===== src/rtl/smsr_pkg.sv =====
// ----------------------------------------------------------------------------
// Shuffled minimal standard RNG package
// Constants, controller states and control types shared by the block.
// ----------------------------------------------------------------------------
`timescale 1ns / 1ps

package smsr_pkg;

    // Shuffle table depth, legal range 2 to 256.
    localparam int TABLE_DEPTH  = 32;
    localparam int IDX_W        = $clog2(TABLE_DEPTH);

    localparam int VALUE_W      = 31;
    localparam int FRACTION_W   = 24;
    localparam int FRACTION_SHIFT = 7;
    localparam int MUL_W        = 15;
    localparam int PROD_W       = VALUE_W + MUL_W;

    localparam logic [VALUE_W-1:0] LEHMER_MOD = 31'h7FFF_FFFF;
    localparam logic [MUL_W-1:0]   LEHMER_MUL = 15'd16807;

    localparam int WARMUP_STEPS = 8;
    localparam int WARM_W       = $clog2(WARMUP_STEPS);
    localparam int CNT_W        = (IDX_W > WARM_W) ? IDX_W : WARM_W;

    // Slot select divides the last output by SLOT_DIVISOR. The quotient is
    // estimated with a small reciprocal and then corrected by one compare.
    localparam longint unsigned SLOT_DIVISOR = 64'd1 + 64'd2147483646 / TABLE_DEPTH;
    localparam longint unsigned SLOT_RECIP   = (64'd1 << 32) / SLOT_DIVISOR;
    localparam int RECIP_W  = $clog2(SLOT_RECIP + 64'd1);
    localparam int QPROD_W  = VALUE_W + RECIP_W;

    localparam int S_DATA_W = 32;
    localparam int M_DATA_W = 56;

    typedef enum logic [3:0] {
        ST_IDLE,
        ST_WARM_MUL,
        ST_WARM_FOLD,
        ST_FILL_MUL,
        ST_FILL_FOLD,
        ST_DRAW_MUL,
        ST_DRAW_FOLD,
        ST_DRAW_READ,
        ST_DRAW_COMMIT
    } state_t;

    typedef struct packed {
        logic             load_x;
        logic             use_seed;
        logic             mul_en;
        logic             fold_en;
        logic             fill_wr;
        logic             fill_last;
        logic [IDX_W-1:0] fill_addr;
        logic             est_en;
        logic             slot_en;
        logic             read_en;
        logic             commit;
    } cmd_t;

    typedef struct packed {
        logic last_zero;
        logic out_free;
    } status_t;

    // Lower edge of slot k, that is k times the slot divisor.
    function automatic logic [31:0] slot_threshold(input logic [IDX_W:0] k);
        slot_threshold = 32'(k) * 32'(SLOT_DIVISOR);
    endfunction

endpackage


===== src/rtl/smsr_datapath.sv =====
// ----------------------------------------------------------------------------
// Shuffled minimal standard RNG datapath
// Lehmer step, slot select, shuffle memory and output register.
// ----------------------------------------------------------------------------
`timescale 1ns / 1ps

module smsr_datapath
    import smsr_pkg::*;
(
    input  logic                 aclk,
    input  logic                 aresetn,
    input  cmd_t                 cmd,
    input  logic [VALUE_W-1:0]   seed,
    input  logic                 m_tready,
    output status_t              status,
    output logic                 m_tvalid,
    output logic [M_DATA_W-1:0]  m_tdata
);

    logic [VALUE_W-1:0] x_reg, x_next;
    logic [VALUE_W-1:0] last_reg, last_next;
    logic [PROD_W-1:0]  prod_reg;
    logic [IDX_W-1:0]   est_reg;
    logic [IDX_W-1:0]   slot_reg;
    logic [VALUE_W-1:0] rd_reg;
    logic [VALUE_W-1:0] out_value_reg;
    logic               out_valid_reg, out_valid_next;

    logic [VALUE_W-1:0] shuffle_mem [TABLE_DEPTH];

    logic [31:0]        fold_sum;
    logic [VALUE_W-1:0] folded;
    logic [VALUE_W-1:0] seed_norm;
    logic [QPROD_W-1:0] qprod;
    logic [IDX_W:0]     est_plus;
    logic [IDX_W-1:0]   slot_calc;

    // Modulus 2^31-1: add the high part back onto the low part.
    assign fold_sum = 32'(prod_reg[VALUE_W-1:0]) + 32'(prod_reg[PROD_W-1:VALUE_W]);
    assign folded   = (fold_sum >= 32'(LEHMER_MOD)) ? 31'(fold_sum - 32'(LEHMER_MOD))
                                                     : fold_sum[VALUE_W-1:0];

    assign seed_norm = (seed == '0 || seed == LEHMER_MOD) ? 31'd1 : seed;

    assign qprod     = QPROD_W'(last_reg) * QPROD_W'(SLOT_RECIP);
    assign est_plus  = (IDX_W+1)'(est_reg) + 1'b1;
    // The estimate is low by at most one; the quotient stays below the depth.
    assign slot_calc = (32'(last_reg) >= slot_threshold(est_plus)) ? est_plus[IDX_W-1:0]
                                                                  : est_reg;

    always_comb begin
        x_next = x_reg;
        if (cmd.load_x) begin
            x_next = cmd.use_seed ? seed_norm : 31'd1;
        end else if (cmd.fold_en) begin
            x_next = folded;
        end
    end

    always_comb begin
        last_next = last_reg;
        if (cmd.fill_last) begin
            last_next = folded;
        end else if (cmd.commit) begin
            last_next = rd_reg;
        end
    end

    always_comb begin
        out_valid_next = out_valid_reg;
        if (cmd.commit) begin
            out_valid_next = 1'b1;
        end else if (m_tready) begin
            out_valid_next = 1'b0;
        end
    end

    always_ff @(posedge aclk) begin
        if (!aresetn) begin
            x_reg         <= 31'd1;
            last_reg      <= '0;
            out_valid_reg <= 1'b0;
        end else begin
            x_reg         <= x_next;
            last_reg      <= last_next;
            out_valid_reg <= out_valid_next;
        end
    end

    always_ff @(posedge aclk) begin
        if (cmd.mul_en) begin
            prod_reg <= PROD_W'(x_reg) * PROD_W'(LEHMER_MUL);
        end
        if (cmd.est_en) begin
            est_reg <= qprod[32 +: IDX_W];
        end
        if (cmd.slot_en) begin
            slot_reg <= slot_calc;
        end
        if (cmd.commit) begin
            out_value_reg <= rd_reg;
        end
    end

    always_ff @(posedge aclk) begin
        if (cmd.fill_wr) begin
            shuffle_mem[cmd.fill_addr] <= folded;
        end else if (cmd.commit) begin
            shuffle_mem[slot_reg] <= x_reg;
        end
        if (cmd.read_en) begin
            rd_reg <= shuffle_mem[slot_reg];
        end
    end

    assign status.last_zero = (last_reg == '0);
    assign status.out_free  = !out_valid_reg || m_tready;

    assign m_tvalid = out_valid_reg;
    assign m_tdata  = {1'b0, out_value_reg[VALUE_W-1:FRACTION_SHIFT], out_value_reg};

endmodule


===== src/rtl/smsr_controller.sv =====
// ----------------------------------------------------------------------------
// Shuffled minimal standard RNG controller
// Sequences warm-up, table fill and draw steps of the datapath.
// ----------------------------------------------------------------------------
`timescale 1ns / 1ps

module smsr_controller
    import smsr_pkg::*;
(
    input  logic     aclk,
    input  logic     aresetn,
    input  logic     s_tvalid,
    input  logic     reseed,
    input  status_t  status,
    output logic     s_tready,
    output cmd_t     cmd
);

    state_t           state_reg, state_next;
    logic [CNT_W-1:0] cnt_reg, cnt_next;

    always_ff @(posedge aclk) begin
        if (!aresetn) begin
            state_reg <= ST_IDLE;
            cnt_reg   <= '0;
        end else begin
            state_reg <= state_next;
            cnt_reg   <= cnt_next;
        end
    end

    always_comb begin
        state_next    = state_reg;
        cnt_next      = cnt_reg;
        s_tready      = 1'b0;
        cmd           = '0;
        cmd.fill_addr = cnt_reg[IDX_W-1:0];
        unique case (state_reg)
            ST_IDLE: begin
                s_tready = 1'b1;
                if (s_tvalid) begin
                    if (reseed || status.last_zero) begin
                        cmd.load_x   = 1'b1;
                        cmd.use_seed = reseed;
                        cnt_next     = CNT_W'(WARMUP_STEPS - 1);
                        state_next   = ST_WARM_MUL;
                    end else begin
                        state_next   = ST_DRAW_MUL;
                    end
                end
            end
            ST_WARM_MUL: begin
                cmd.mul_en = 1'b1;
                state_next = ST_WARM_FOLD;
            end
            ST_WARM_FOLD: begin
                cmd.fold_en = 1'b1;
                if (cnt_reg == '0) begin
                    cnt_next   = CNT_W'(TABLE_DEPTH - 1);
                    state_next = ST_FILL_MUL;
                end else begin
                    cnt_next   = cnt_reg - 1'b1;
                    state_next = ST_WARM_MUL;
                end
            end
            ST_FILL_MUL: begin
                cmd.mul_en = 1'b1;
                state_next = ST_FILL_FOLD;
            end
            ST_FILL_FOLD: begin
                cmd.fold_en = 1'b1;
                cmd.fill_wr = 1'b1;
                if (cnt_reg == '0) begin
                    // Slot zero is the last filled and seeds the first slot pick.
                    cmd.fill_last = 1'b1;
                    state_next    = ST_DRAW_MUL;
                end else begin
                    cnt_next   = cnt_reg - 1'b1;
                    state_next = ST_FILL_MUL;
                end
            end
            ST_DRAW_MUL: begin
                cmd.mul_en = 1'b1;
                cmd.est_en = 1'b1;
                state_next = ST_DRAW_FOLD;
            end
            ST_DRAW_FOLD: begin
                cmd.fold_en = 1'b1;
                cmd.slot_en = 1'b1;
                state_next  = ST_DRAW_READ;
            end
            ST_DRAW_READ: begin
                cmd.read_en = 1'b1;
                state_next  = ST_DRAW_COMMIT;
            end
            ST_DRAW_COMMIT: begin
                if (status.out_free) begin
                    cmd.commit = 1'b1;
                    state_next = ST_IDLE;
                end
            end
            default: begin
                state_next = ST_IDLE;
            end
        endcase
    end

endmodule


===== src/rtl/shuffled_minimal_standard_rng.sv =====
// ----------------------------------------------------------------------------
// Shuffled minimal standard random generator
// Park-Miller generator with a Bays-Durham shuffle table on stream ports.
// ----------------------------------------------------------------------------
// Each input beat requests one uniform draw and yields exactly one output
// beat. A draw finishes before the block accepts the next beat: the Lehmer
// step is a constant multiply followed by a Mersenne fold in the next
// cycle, and the shuffle memory has a registered read, so a draw runs
// multiply, fold, read and commit in turn. A reseed beat, and the first
// draw after reset, first prime the table with 8 discarded steps and one
// step for each table entry, each step a multiply and then a fold. The
// result sits in an output register, so the next beat is taken while a
// result still waits; only a second result stalls until the first is taken.
// The table needs no clearing after reset because it is always filled
// before it is read.
`timescale 1ns / 1ps

module shuffled_minimal_standard_rng
    import smsr_pkg::*;
(
    input  logic                 aclk,
    input  logic                 aresetn,
    // Request channel.
    input  logic                 s_tvalid,
    output logic                 s_tready,
    input  logic [S_DATA_W-1:0]  s_tdata,  // [30:0] seed, [31] zero pad
    input  logic [0:0]           s_tuser,  // [0] operation: 1 reseed, 0 draw
    // Result channel.
    output logic                 m_tvalid,
    input  logic                 m_tready,
    output logic [M_DATA_W-1:0]  m_tdata   // [30:0] value, [54:31] fraction, [55] zero pad
);

    cmd_t    cmd;
    status_t status;

    // The controller owns the sequencing and the warm-up and fill counter.
    smsr_controller u_controller (
        .aclk     (aclk),
        .aresetn  (aresetn),
        .s_tvalid (s_tvalid),
        .reseed   (s_tuser[0]),
        .status   (status),
        .s_tready (s_tready),
        .cmd      (cmd)
    );

    // The datapath holds the generator state, the shuffle memory and the
    // output register; the seed is only sampled in the accepting cycle.
    smsr_datapath u_datapath (
        .aclk     (aclk),
        .aresetn  (aresetn),
        .cmd      (cmd),
        .seed     (s_tdata[VALUE_W-1:0]),
        .m_tready (m_tready),
        .status   (status),
        .m_tvalid (m_tvalid),
        .m_tdata  (m_tdata)
    );

endmodule


===== config.mk =====
export PLATFORM = sky130hd
export DESIGN_NAME = shuffled_minimal_standard_rng
export DESIGN_NICKNAME = d
export VERILOG_FILES = /design/src/rtl/smsr_pkg.sv /design/src/rtl/smsr_datapath.sv /design/src/rtl/smsr_controller.sv /design/src/rtl/shuffled_minimal_standard_rng.sv
export SDC_FILE = /design/constraint.sdc
export NUM_CORES = 2
export LEC_CHECK = 0
export BUFFER_PORTS_ARGS = -buffer_cell sky130_fd_sc_hd__buf_2
export CORE_MARGIN = 10
export CORE_UTILIZATION = 55
export DETAILED_ROUTE_END_ITERATION = 10
export HOLD_SLACK_MARGIN = 0.08
export PLACE_DENSITY_LB_ADDON = 0.2
export SLEW_MARGIN = 5
export SYNTH_ARGS = -nofsm -noshare
export SYNTH_HDL_FRONTEND = slang
export SYNTH_SLANG_ARGS = --single-unit

===== constraint.sdc =====
create_clock -name aclk -period 19.6 [get_ports aclk]
set_input_delay 3.92 -clock aclk [delete_from_list [all_inputs] [get_ports aclk]]
set_output_delay 3.92 -clock aclk [all_outputs]
set_load 0.02 [all_outputs]

==> run_results.csv <==
group,metric,value,unit
outcome,status,"finished, final reports clean",
global_routing,track_usage,0.257,
cts,post_cts_buffers,0,
setup_path,path_cells,"inv_1 -> fa_1 -> inv_1 -> ha_1 -> inv_1 -> fa_1 -> inv_1 -> ha_1 -> fa_1 -> inv_1 -> fa_1 -> inv_1 -> ha_1 -> a2111oi_0 -> o21ai_0 -> a221oi_1 -> a21oi_1 -> a41o_1 -> a22o_1 -> o41ai_2 -> o31ai_1 -> o41a_1 -> and2_1",
floorplan,die_height,337,um
pwr,p_per_area,190,nW/um2
timing,slew_viol_final,0,
final_layout,final_cell_mix,"edfxtp_1, mux4_2, inv_1, ha_1, fa_1",
setup_path,worstSetupStartpoint,"u_datapath.x_reg[12]",
final_layout,fin_area,61400,um2
drt,drt-initial-drc-count,3471,
drt,ant_nets,0,
synthesis,syn_area,55400,um2
setup_path,cpMostUsedCell,"inv_1",
setup_path,cp_top_family,"compound AO/OA/AOI/OAI gates",
pwr,switching_share,0.403,
timing,hold_viol,0,
setup_path,crit_type,"register to register",
setup_path,cp.arrival,8.14,ns
floorplan,dieWidth,337,um
drt,drt_pre_antenna_iters,5,
cts,insertion_delay,0.69,ns
final_layout,syn2layout_area_growth,10.7,%
synthesis,postSynthAreaPerCell,16.7,um2
placed_design,port_buffers,92,
cts,clk_pin_slew,0.06,ns
synthesis,synthTopCellsByArea,"edfxtp_1, mux4_2, fa_1",
setup_path,cp_max_fo,7,
timing,min_period_over_period,0.393,
floorplan,fp.dieArea,114000,um2
cts,tritoncts.num_buffers,112,
synthesis,ys_warn_count,0,
cts,clock-sinks,1182,
floorplan,start_util,0.554,
pwr,combPwrFrac,0.484,
placed_design,gp_congestion,0.942,
cts,root_buffer,"clkbuf_16",
synthesis,synthFlopType,"edfxtp_1",
global_routing,grt_pass1_wl,214000,um
synthesis,synth_seq_area_share,0.628,
setup_path,slowest_stage,"dfxtp_1",
timing,fmax,130,MHz
timing,final.setup.tns,0,ns
synthesis,synth_cell_types,106,
global_routing,grt_overflow,0,
synthesis,yosysTopAreaCellShare,0.602,
global_routing,grt_start_max_net_pins,115,
setup_path,r2r_start,"u_datapath.x_reg[12]",
pwr,worst_ir_drop_vdd,0.145,mV
pwr,p_seq_frac,0.335,
synthesis,syn_nets,3694,
global_routing,antenna_found_initial,9,
setup_path,required,20.04,ns
min_path,hold_path.class,"register to register",
synthesis,postSynthCellCount,3313,
final_layout,num-nets-final,3820,
timing,skew,0.0345,ns
setup_path,crit_buf_inv,6,
timing,timing.final.crit_period,7.70,ns
pwr,clkPwrFrac,0.181,
pwr,p_sw,4.69,mW
floorplan,core-area,100000,um2
min_path,hold_start,"u_datapath.last_reg[18]",
floorplan,rows,116,
cts,cts_hold_buf,0,
timing,worstMarginPinSlew,1.23,ns
final_layout,largest_reg_flops,992,
global_routing,first_global_vias,31600,
cts,clock_path_buffers,3,
placed_design,placed_area,57800,um2
drt,viasPerCell,6.45,
synthesis,yosysTopAreaCell,"edfxtp_1",
final_layout,fillers,7154,
drt,vias,31100,
setup_path,cp-start-kind,"register",
synthesis,async_flop_share,0,
pwr,p_int,6.96,mW
setup_path,cp_slowest_stage_delay,0.70,ns
drt,wire_per_inst,29.9,um
timing,rsz0062_at_grt,"false",
synthesis,synth-edff-count,1110,
synthesis,synth_seq_cells,1182,
placed_design,dp.cells,4623,
cts,cts_resized,0,
final_layout,fin_cells,4828,
drt,drc_errors,0,
final_layout,drive_gt1_frac,0.222,
timing,slew_headroom,0.182,
cts,htreeDepth,3,
placed_design,dp_hpwl,91300,um
pwr,p_leak,21.5,nW
setup_path,worst_setup_path_end_kind,"register",
job,maxCapViolations,0,
final_layout,final_common_cell,"edfxtp_1",
drt,drt-total-wl,144000,um
floorplan,io_pins,95,
cts,cts_tree,"yes",
timing,setup_viol,0,
layout make-up:
type | instances | area [um2] | share of cell area
well taps | 1298 | 1620 | 0.0265
clock buffers | 145 | 3000 | 0.0489
multi-input cells | 1682 | 19200 | 0.314
flip-flops and latches | 1182 | 34800 | 0.567
repair buffers | 168 | 1040 | 0.0170
clock inverters | 59 | 554 | 0.00903
inverters | 293 | 1100 | 0.0180
diodes | 1 | 2.50 | 0.0000408
cells by family (layout without fill, tap and decap cells):
group,Yosys count,after routing,share of synthesized area
and+or+nand+nor,511,511,0.0460
other,1,2,0.0000677
muxes,358,358,0.136
adders and majority gates,344,344,0.0958
xor gates and xnor gates,63,63,0.00996
buffers and inverters,449,665,0.0329
DFF,1182,1182,0.628
AOI/OAI and AO/OA,405,405,0.0520
tightest hold or removal path: cells and delay by family, from the launching register on:
family	cells	cell delay, ns
AOI/OAI and AO/OA	1	0.07
DFF	1	0.34
and+or+nand+nor	1	0.08
final timing paths:
check                                 end  slack (ns)  cells past startpoint
setup / recovery  u_datapath.prod_reg[45]       11.90                     23
hold / removal    u_datapath.last_reg[18]        0.51                      2
setup reg to reg  u_datapath.prod_reg[45]       11.90                     23
hold reg to reg   u_datapath.last_reg[18]        0.51                      2
metrics by stage:
stage          worst slack (ns)  utilization  power, mW  hold WS (ns)
6_report                  11.90        0.613       11.6         0.515
5_1_grt                   11.63        0.613       12.5         0.530
4_1_cts                   12.01        0.613       11.7         0.516
3_5_place_dp              12.03        0.578       9.49         0.495
3_3_place_gp              12.05        0.578       9.39         0.473
2_1_floorplan             12.39            -       7.88         0.425
cells in the mapped netlist (7+ instances only):
cell type,number
a211o_1,7
a221oi_1,14
nor2b_1,9
nor4_1,25
o21a_1,18
nand2_1,121
nand2b_1,12
inv_1,292
fa_1,134
a31oi_1,16
or3_1,7
and3_1,18
and2_1,16
a21o_1,25
a211oi_1,23
o31ai_1,8
a31o_2,8
a21boi_0,7
mux2_2,36
nor2_1,129
xnor2_1,35
o21ai_0,66
a22oi_1,15
ha_1,210
o211ai_1,12
and4_1,9
xor2_1,28
mux4_2,310
or2_2,7
mux2i_1,12
clkbuf_1,93
nand3_1,65
edfxtp_1,1110
nor3_1,44
nand4_1,22
buf_1,25
buf_4,28
a21oi_1,85
o21bai_1,10
dfxtp_1,72
power groups by stage:
| stage | logic, mW | clock network (mW) | registers, mW |
|---|---|---|---|
| final | 5.63 | 2.11 | 3.90 |
| after global placement | 5.44 | 0 | 3.95 |
| after CTS | 5.64 | 2.14 | 3.90 |
| after detailed placement | 5.54 | 0 | 3.95 |
| after global routing | 6.34 | 2.24 | 3.91 |
| after floorplan | 4.01 | 0 | 3.86 |
metal layers:
metal,part of all wire,track usage,vias to the layer above,wire length (um)
met4,0.037,0.0894,10,5350
met3,0.085,0.0385,264,12300
met5,0.00048,0,-,70
met1,0.38,0.350,16200,55500
li1,-,-,13200,-
met2,0.49,0.424,1432,71200
No activity file was read; power rests on OpenSTA's default activity.
